<file path="config.mk">
export PLATFORM = sky130hd
export DESIGN_NAME = rkst_ctrl
export DESIGN_NICKNAME = d
export VERILOG_FILES = /design/src/rtl/rkst_pkg.sv /design/src/rtl/rkst_ctrl.sv
export SDC_FILE = /design/constraint.sdc
export NUM_CORES = 1
export LEC_CHECK = 0
export BUFFER_PORTS_ARGS = -buffer_cell sky130_fd_sc_hd__buf_2
export CORE_AREA = 2 2 39 41
export CTS_CLUSTER_SIZE = 30
export DETAILED_ROUTE_END_ITERATION = 10
export DIE_AREA = 0 0 41 43
export GPL_TIMING_DRIVEN = 0
export PLACE_DENSITY_LB_ADDON = 0.12
export SETUP_SLACK_MARGIN = 0.05
export SYNTH_ARGS = -nofsm -noshare
export SYNTH_HDL_FRONTEND = slang
export SYNTH_SLANG_ARGS = --single-unit
</file>
<file path="constraint.sdc">
create_clock -name clk -period 2.45 [get_ports clk]
set_clock_uncertainty 0.1 [all_clocks]
set_input_delay 0.245 -clock clk [delete_from_list [all_inputs] [get_ports clk]]
set_output_delay 0.245 -clock clk [all_outputs]
set_load 0.1 [all_outputs]
</file>
<file path="src/rtl/rkst_pkg.sv">
// ----------------------------------------------------------------------------
// rkst_pkg
// Shared types and constants for the reference-counted key slot table.
// ----------------------------------------------------------------------------
package rkst_pkg;

    localparam int CAPACITY   = 256;
    localparam int COUNT_BITS = 16;
    localparam int IDX_BITS   = $clog2(CAPACITY);
    localparam int USED_BITS  = $clog2(CAPACITY + 1);

    localparam logic [31:0]           EMPTY_KEY = 32'hFFFF_FFFF;
    localparam logic [COUNT_BITS-1:0] COUNT_MAX = {COUNT_BITS{1'b1}};

    // command codes
    localparam logic [1:0] CMD_ADD    = 2'd0;
    localparam logic [1:0] CMD_REMOVE = 2'd1;
    localparam logic [1:0] CMD_QUERY  = 2'd2;

    // result status codes
    localparam logic [2:0] RS_DONE   = 3'd0;
    localparam logic [2:0] RS_NEW    = 3'd1;
    localparam logic [2:0] RS_FREED  = 3'd2;
    localparam logic [2:0] RS_BADKEY = 3'd3;
    localparam logic [2:0] RS_FULL   = 3'd4;
    localparam logic [2:0] RS_BADIDX = 3'd5;
    localparam logic [2:0] RS_SAT    = 3'd6;

    typedef struct packed {
        logic [1:0]          command;
        logic [31:0]         key;
        logic [IDX_BITS-1:0] slot;
    } req_item_t;

    typedef struct packed {
        logic [IDX_BITS-1:0]   slot_out;
        logic [31:0]           key_out;
        logic [COUNT_BITS-1:0] ref_count;
        logic [2:0]            status;
    } rsp_item_t;

    typedef enum logic [2:0] {
        S_IDLE,
        S_SCAN,
        S_DRAIN,
        S_FETCH,
        S_EXEC
    } ctl_state_t;

    // controller -> datapath
    typedef struct packed {
        logic accept;
        logic scan_step;
        logic commit;
    } ctl_cmd_t;

    // datapath -> controller
    typedef struct packed {
        logic                 scan_needed;
        logic                 scan_last;
        logic                 out_free;
        logic [USED_BITS-1:0] used_slots;
    } ctl_stat_t;

endpackage

</file>
<file path="src/rtl/rkst_ctrl.sv">
// ----------------------------------------------------------------------------
// rkst_ctrl
// Sequencer: accept, key scan, table read, commit of one item at a time.
// ----------------------------------------------------------------------------
module rkst_ctrl
    import rkst_pkg::*;
(
    input  logic      clk,
    input  logic      rst_n,
    input  logic      req_valid,
    output logic      req_ready,
    input  ctl_stat_t stat,
    output ctl_cmd_t  cmd
);

    ctl_state_t state_reg;
    ctl_state_t state_next;

    always_ff @(posedge clk or negedge rst_n)
    begin
        if (!rst_n)
        begin
            state_reg <= S_IDLE;
        end
        else
        begin
            state_reg <= state_next;
        end
    end

    always_comb
    begin
        state_next = state_reg;
        case (state_reg)
            S_IDLE:
            begin
                if (req_valid)
                begin
                    state_next = stat.scan_needed ? S_SCAN : S_FETCH;
                end
            end
            S_SCAN:
            begin
                if (stat.scan_last)
                begin
                    state_next = S_DRAIN;
                end
            end
            S_DRAIN: state_next = S_FETCH;
            S_FETCH: state_next = S_EXEC;
            S_EXEC:
            begin
                if (stat.out_free)
                begin
                    state_next = S_IDLE;
                end
            end
            default: state_next = S_IDLE;
        endcase
    end

    always_comb
    begin
        req_ready     = 1'b0;
        cmd.accept    = 1'b0;
        cmd.scan_step = 1'b0;
        cmd.commit    = 1'b0;
        case (state_reg)
            S_IDLE:
            begin
                req_ready  = 1'b1;
                cmd.accept = req_valid;
            end
            S_SCAN:  cmd.scan_step = 1'b1;
            S_EXEC:  cmd.commit    = stat.out_free;
            default:
            begin
                req_ready = 1'b0;
            end
        endcase
    end

endmodule

</file>
==> results of run 1 <==
[critical path: stages (launching register included)]
cell	delay, ps
dfrtp_1	440
nor3_4	210
and2_2	150
buf_2	410
[what timing repair did]
action,4_1_cts,5_1_grt
hold endpoints to repair,3,0
gates resized for setup,0,0
hold buffers,1,0
[stage by stage]
stage | area [µm²] | utilization | worst slack [ps]
final | 282 | 0.203 | 654
after global routing | 282 | 0.203 | 601
after CTS | 282 | 0.203 | 635
after detailed placement | 245 | 0.177 | 891
after global placement | 245 | 0.177 | 901
after floorplan | 180 | - | 216
[metal layers]
metal / vias to the layer above / part of all wire / wire (µm)
li1: 89 / - / -
met3: 0 / 0.068 / 26
met2: 5 / 0.51 / 195
met5: - / 0 / 0
met1: 76 / 0.42 / 158
met4: 0 / 0 / 0
[final cells by class]
| class | instances | share of cell area |
|---|---|---|
| flip-flops and latches | 3 | 0.267 |
| clock buffers | 4 | 0.0933 |
| multi-input cells | 13 | 0.360 |
| well taps | 16 | 0.0711 |
| repair buffers | 10 | 0.196 |
| inverters | 1 | 0.0133 |
[cells by family (layout without fill, tap and decap cells)]
kind of cell	count (synthesis)	in the layout	share of synthesized area
compound gates	3	3	0.157
buf+inv	1	15	0.0224
flops	3	3	0.448
simple gates	10	10	0.373
[cells in the mapped netlist]
cell      count
a221oi_1      1
a32o_1        1
and2_1        1
and2b_1       1
and3_1        1
dfrtp_1       3
inv_1         1
nand2b_1      2
nor2_2        1
nor2b_2       1
nor3_1        3
o21a_1        1
[worst paths after layout]
path | start | endpoint | slack, ps | cells after the start
max | state_reg[0]$_DFFE_PN0P_ | cmd[2] | 650 | 3
min | stat[10] | state_reg[0]$_DFFE_PN0P_ | 190 | 3
max reg2reg | state_reg[1]$_DFFE_PN0P_ | state_reg[1]$_DFFE_PN0P_ | 1350 | 2
min reg2reg | state_reg[2]$_DFFE_PN0P_ | state_reg[0]$_DFFE_PN0P_ | 510 | 1
max in group asynchronous | rst_n | state_reg[0]$_DFFE_PN0P_ | 1910 | 2
min in group asynchronous | rst_n | state_reg[2]$_DFFE_PN0P_ | 230 | 2
==> results.cfg, run 1 <==
[synthesis]
syn-cell-area_um2 = 168
ys_ff_latch = 3
synth_fp_nets = 32
yosysWarningCount = 0
syn_avg_cell_area_um2 = 9.86
ys_types = 12
synthCells = 17
synth_top_area_frac = 0.448
yosysTopAreaCell = dfrtp_1
ys_seq_area_frac = 0.448
synthTopCellsByArea = dfrtp_1 45%, nor3_1 9.0%, nand2b_1 7.5%

[layout]
multiInputGateArea_um2 = 101
regArea_um2 = 75.1
layout_common_cells = 9 x buf_2, 3 x clkbuf_4, 3 x dfrtp_1, 2 x nand2b_1, 2 x nor3_1
antenna_cells = 0
largest_reg_flops = 3
final_cells = 47
fillers = 155
fin_nets = 47
syn2layout_area_growth_pct = 67.9
mostFrequentLayoutCell = buf_2
drive_gt1_frac = 0.516

[cts]
clock_sinks = 3
cts_tree = yes
cts-root-buf = clkbuf_4
path_clk_slew_ps = 30
cts_buffers = 3
clock_path_buffers = 2
cts_setup_buffers = 0
clock_latency_ps = 230
cts_max_level = 1

[job]
max_cap_violations = 0

[min_path]
hold_class = input pin to flop

[route]
drc = 0
wl_per_cell_um = 8.09
post_drt_via_cell_ratio = 3.62
num_vias = 170
first_pass_iters = 1
final_antenna_net_count = 0
totalWireLength_um = 380
drt_iter0_markers = 0

[floorplanning]
ios = 19
rows = 14
fp.coreArea_mm2 = 0.00138
die_x_um = 41
dieArea_mm2 = 0.00176
start_util = 0.121
die_y_um = 43

[worst_setup_path]
crit_fanout = 6
crit_path_end_kind = output port
critPathLaunchType = flop
crit_type = flop to output port
critical_path_arrival_ps = 1450
crit_required_ps = 2110

[placed_design]
port_buffers = 9
post-place-cells = 42
gp_congestion = 0.567
hpwl_um = 315

[timing]
hold_violations = 0
slew_headroom = 0.678
hold_ws_ps = 186
fin_crit_ps = 1800
finalSetupTns_ps = 0
period_share = 0.733
rsz0062_at_grt = false
tightest_slew_ps = 486
slew_viol_final = 0
finalSetupViolations = 0
fmax_mhz = 557

[global_route]
grt_max_degree = 8
gr-usage-met1 = 0.0521
use_met3 = 0.0314
grt_usage = 0.0565
use_met2 = 0.0781
antenna_found_initial = 0
grt_pass1_vias = 178
globalRoute.busiestLayer = met2
grt_pass1_wl_um = 614
overflow = 0

[outcome]
status = complete, no violations
Power of run 1 is left out: the tool's default activity adds up to more than one toggle a clock period on the data nets, which glitch-free logic cannot reach.
==> inputs of run 2 (changes only) <==
Clock period 2.45 ns to 1.5 ns, I/O delays scaled along.
==> run 2 against run 1 <==
First-iteration DRC count is 2 higher. Global-route usage is 0.50 points higher. Register-to-register slack worse by 1100 ps. Cell area is 35% higher. Die area stayed put. Critical endpoint unchanged. Highest routed layer unchanged.
==> results.cfg, run 2 (same netlist as run 1, synthesis figures left out) <==
[outcome]
status = complete, no violations

[global_route]
grt_pass1_wl_um = 676
grt_pass1_vias = 193
antenna_found_initial = 0
grt_max_degree = 8
overflow = 0
grt_usage = 0.0614

[layout]
multiInputGateArea_um2 = 119
syn2layout_area_growth_pct = 127
fillers = 147
fin_nets = 51
fin_area_um2 = 380
regArea_um2 = 78.8
layout_common_cells = 5 x buf_2, 5 x buf_4, 3 x clkbuf_4, 3 x buf_12, 3 x dfrtp_2
largest_reg_flops = 3
drive_gt1_frac = 0.714
utilization = 0.275
antenna_cells = 0

[worst_setup_path]
r2r_start = state_reg[1]$_DFFE_PN0P_
critPathLaunchType = flop
crit_required_ps = 1250
r2r-end = state_reg[1]$_DFFE_PN0P_
crit_fanout = 4
r2r_setup_slack_ps = 300
crit_type = flop to output port
critical_path_arrival_ps = 1200
rr_worst_depth = 3
crit_path_end_kind = output port
crit_start = state_reg[2]$_DFFE_PN0P_

[timing]
finalSetupTns_ps = 0
layout_setup_ws_ps = 47.2
fmax_mhz = 688
period_share = 0.969
slew_headroom = 0.815
tightest_slew_ps = 279
finalSetupViolations = 0
slew_viol_final = 0
hold_violations = 0
fin_crit_ps = 1450
rsz0062_at_grt = true

[floorplanning]
die_y_um = 43
start_util = 0.121
rows = 14
ios = 19
dieArea_mm2 = 0.00176
fp.coreArea_mm2 = 0.00138
die_x_um = 41

[route]
drc = 0
totalWireLength_um = 417
drt_iter0_markers = 2
num_vias = 190
post_drt_via_cell_ratio = 3.73
wl_per_cell_um = 8.18
final_antenna_net_count = 0
first_pass_iters = 4

[cts]
cts_buffers = 3
clock_latency_ps = 230
cts_tree = yes
path_clk_slew_ps = 40
clock_sinks = 3
clock_path_buffers = 2
cts-root-buf = clkbuf_4
cts_max_level = 1

[min_path]
hold_class = input pin to flop
min_from = stat[10]
min_to = state_reg[0]$_DFFE_PN0P_
whs_path_depth = 3

[placed_design]
pre_cts_slack_ps = 41.9
hpwl_um = 315
port_buffers = 9
gp_congestion = 0.571
dpl_cell_area_um2 = 250

[job]
max_cap_violations = 0
==> run 2: cell count changes in the layout (fill, tap and decap cells not counted), moves of 3 or more <==
| cell | delta |
|---|---|
| dfrtp_1 | -3 |
| buf_2 | -4 |
| buf_12 | +3 |
| dfrtp_2 | +3 |
| buf_4 | +5 |
==> run 2: per-stage QoR <==
stage          cells  hold WS (ps)
2_1_floorplan     17          -246
3_3_place_gp      42          -153
3_5_place_dp      42          -152
4_1_cts           49          86.7
5_1_grt           51          88.4
6_report          51          90.3
==> run 2: worst max-delay path by stage <==
stage | to | slack [ps] | cells past startpoint
after floorplan | cmd[2] | -490 | 2
after global placement | cmd[0] | 30 | 3
after detailed placement | cmd[0] | 40 | 3
after CTS | cmd[2] | 20 | 3
after global routing | cmd[2] | -20 | 3
final | cmd[2] | 50 | 3
==> run 2: what timing repair did <==
| action | in CTS | in global routing |
|---|---|---|
| hold buffers | 1 | 0 |
| setup buffers | 2 | 2 |
| setup endpoints to repair | 4 | 4 |
| gates resized for setup | 17 | 1 |
| endpoints found under the hold margin | 3 | 0 |
==> run 2: final cells by class <==
type                       instances  area share
clock buffer                       4      0.0691
tap                               16      0.0526
timing repair buffer              14       0.349
multi-input combinational         13       0.312
inverter                           1     0.00987
sequential                         3       0.207
==> run 2: critical path, cell delays in order, from the launching register on <==
cell	delay, ps
dfrtp_2	440
nor3_4	200
and2_4	170
buf_12	160
==> run 2: routing by layer <==
| metal | wire (µm) | vias up | part of all wire | global-route usage |
|---|---|---|---|---|
| li1 | - | 98 | - | - |
| met1 | 162 | 87 | 0.39 | 0.0584 |
| met2 | 227 | 5 | 0.54 | 0.0875 |
| met3 | 27 | 0 | 0.065 | 0.0314 |
| met4 | 0 | 0 | 0 | 0.0600 |
| met5 | 0 | - | 0 | 0 |
Power of run 2 is left out for the same reason.
==> inputs of run 3 (changes only) <==
Settings changed: RECOVER_POWER set to 100.
Clock period 1.5 ns to 1.9 ns, I/O delays scaled along.
==> run 3 against run 2 <==
Count of clock-buffer cells in the layout did not move. Cell count fell by 7.8%. Die area did not move. Cell area fell by 27%. Critical path depth did not move. Non-clock buffer count fell by 4. Critical path type unchanged. Critical endpoint unchanged. Highest routed layer unchanged.
==> results.cfg, run 3 (same netlist as run 1, synthesis figures left out) <==
[cts]
clock_latency_ps = 230
cts_setup_buffers = 0
clock_sinks = 3
path_clk_slew_ps = 40
cts_buffers = 3
cts-root-buf = clkbuf_4
clock_path_buffers = 2
cts_tree = yes
cts_max_level = 1

[route]
totalWireLength_um = 385
final_antenna_net_count = 0
first_pass_iters = 2
post_drt_via_cell_ratio = 3.60
drt_iter0_markers = 2
num_vias = 169
drc = 0
wl_per_cell_um = 8.19

[layout]
antenna_cells = 0
largest_reg_flops = 3
layout_common_cells = 4 x buf_2, 4 x clkbuf_2, 3 x clkbuf_4, 3 x dfrtp_1
syn2layout_area_growth_pct = 66.4
fillers = 161
fin_area_um2 = 279
drive_gt1_frac = 0.452
fin_nets = 47

[timing]
fmax_mhz = 561
slew_viol_final = 0
hold_violations = 0
tightest_slew_ps = 540
finalSetupViolations = 0
rsz0062_at_grt = false
fin_crit_ps = 1780
period_share = 0.937
slew_headroom = 0.641

[floorplanning]
start_util = 0.121
ios = 19
rows = 14
die_x_um = 41
dieArea_mm2 = 0.00176
fp.coreArea_mm2 = 0.00138
die_y_um = 43

[worst_setup_path]
crit_required_ps = 1610
crit_fanout = 6
crit_type = flop to output port
critical_path_arrival_ps = 1490
crit_path_end_kind = output port
critPathLaunchType = flop

[placed_design]
gp_congestion = 0.568
dpl_cell_area_um2 = 246
port_buffers = 9

[global_route]
grt_max_degree = 8
grt_pass1_wl_um = 614
grt_pass1_vias = 172
grt_usage = 0.0565
antenna_found_initial = 0
overflow = 0

[min_path]
hold_class = input pin to flop

[job]
max_cap_violations = 0

[outcome]
status = complete, no violations
## run 3: cell types whose count changed in the layout (fill, tap and decap cells not counted), moves of 3 or more
cell / previous run / this run
buf_4: 5 / 0
buf_12: 3 / 0
clkbuf_2: 0 / 4
dfrtp_2: 3 / 0
dfrtp_1: 0 / 3
## run 3: final timing paths
check,start,endpoint,slack [ps],cells past startpoint
hold / removal,stat[10],state_reg[0]$_DFFE_PN0P_,130,3
setup / recovery,state_reg[2]$_DFFE_PN0P_,cmd[2],120,3
setup reg to reg,state_reg[1]$_DFFE_PN0P_,state_reg[1]$_DFFE_PN0P_,810,2
max in group asynchronous,rst_n,state_reg[0]$_DFFE_PN0P_,1350,2
min in group asynchronous,rst_n,state_reg[2]$_DFFE_PN0P_,190,2
hold reg to reg,state_reg[2]$_DFFE_PN0P_,state_reg[0]$_DFFE_PN0P_,500,1
## run 3: routing by layer
layer | routed length, µm | GRT usage | up-vias
li1 | - | - | 88
met1 | 156 | 0.0521 | 76
met2 | 198 | 0.0781 | 5
met3 | 30 | 0.0314 | 0
met4 | 0 | 0.0600 | 0
met5 | 0 | 0 | -
## run 3: metrics by stage
| step | setup slack, ps | std cells | hold WS [ps] | util | TNS [ps] |
|---|---|---|---|---|---|
| finish | 119 | 47 | 131 | 0.202 | 0 |
| global route | 48.7 | 47 | 138 | 0.202 | 0 |
| CTS | 136 | 47 | 128 | 0.204 | 0 |
| detailed placement | 389 | 42 | -112 | 0.178 | 0 |
| global placement | 402 | 42 | -114 | 0.178 | 0 |
| floorplan | -138 | 17 | -206 | - | -138 |
## run 3: layout make-up
cell class	count	area, µm²	area share
clock buffer	4	26.3	0.0942
inverter	1	3.75	0.0135
multi-input combinational	13	100	0.359
sequential	3	75.1	0.269
tap	16	20.0	0.0717
timing repair buffer	10	53.8	0.193
## run 3: critical path, cell delays in order, from the launching register on
cell and delay (ps):
dfrtp_1 450, nor3_4 220, and2_4 150, clkbuf_2 440
## run 3: timing repair
action | CTS | global route
endpoints found under the hold margin | 3 | 0
hold buffers | 1 | 0
gates resized for setup | 0 | 0
Power of run 3 is left out for the same reason.
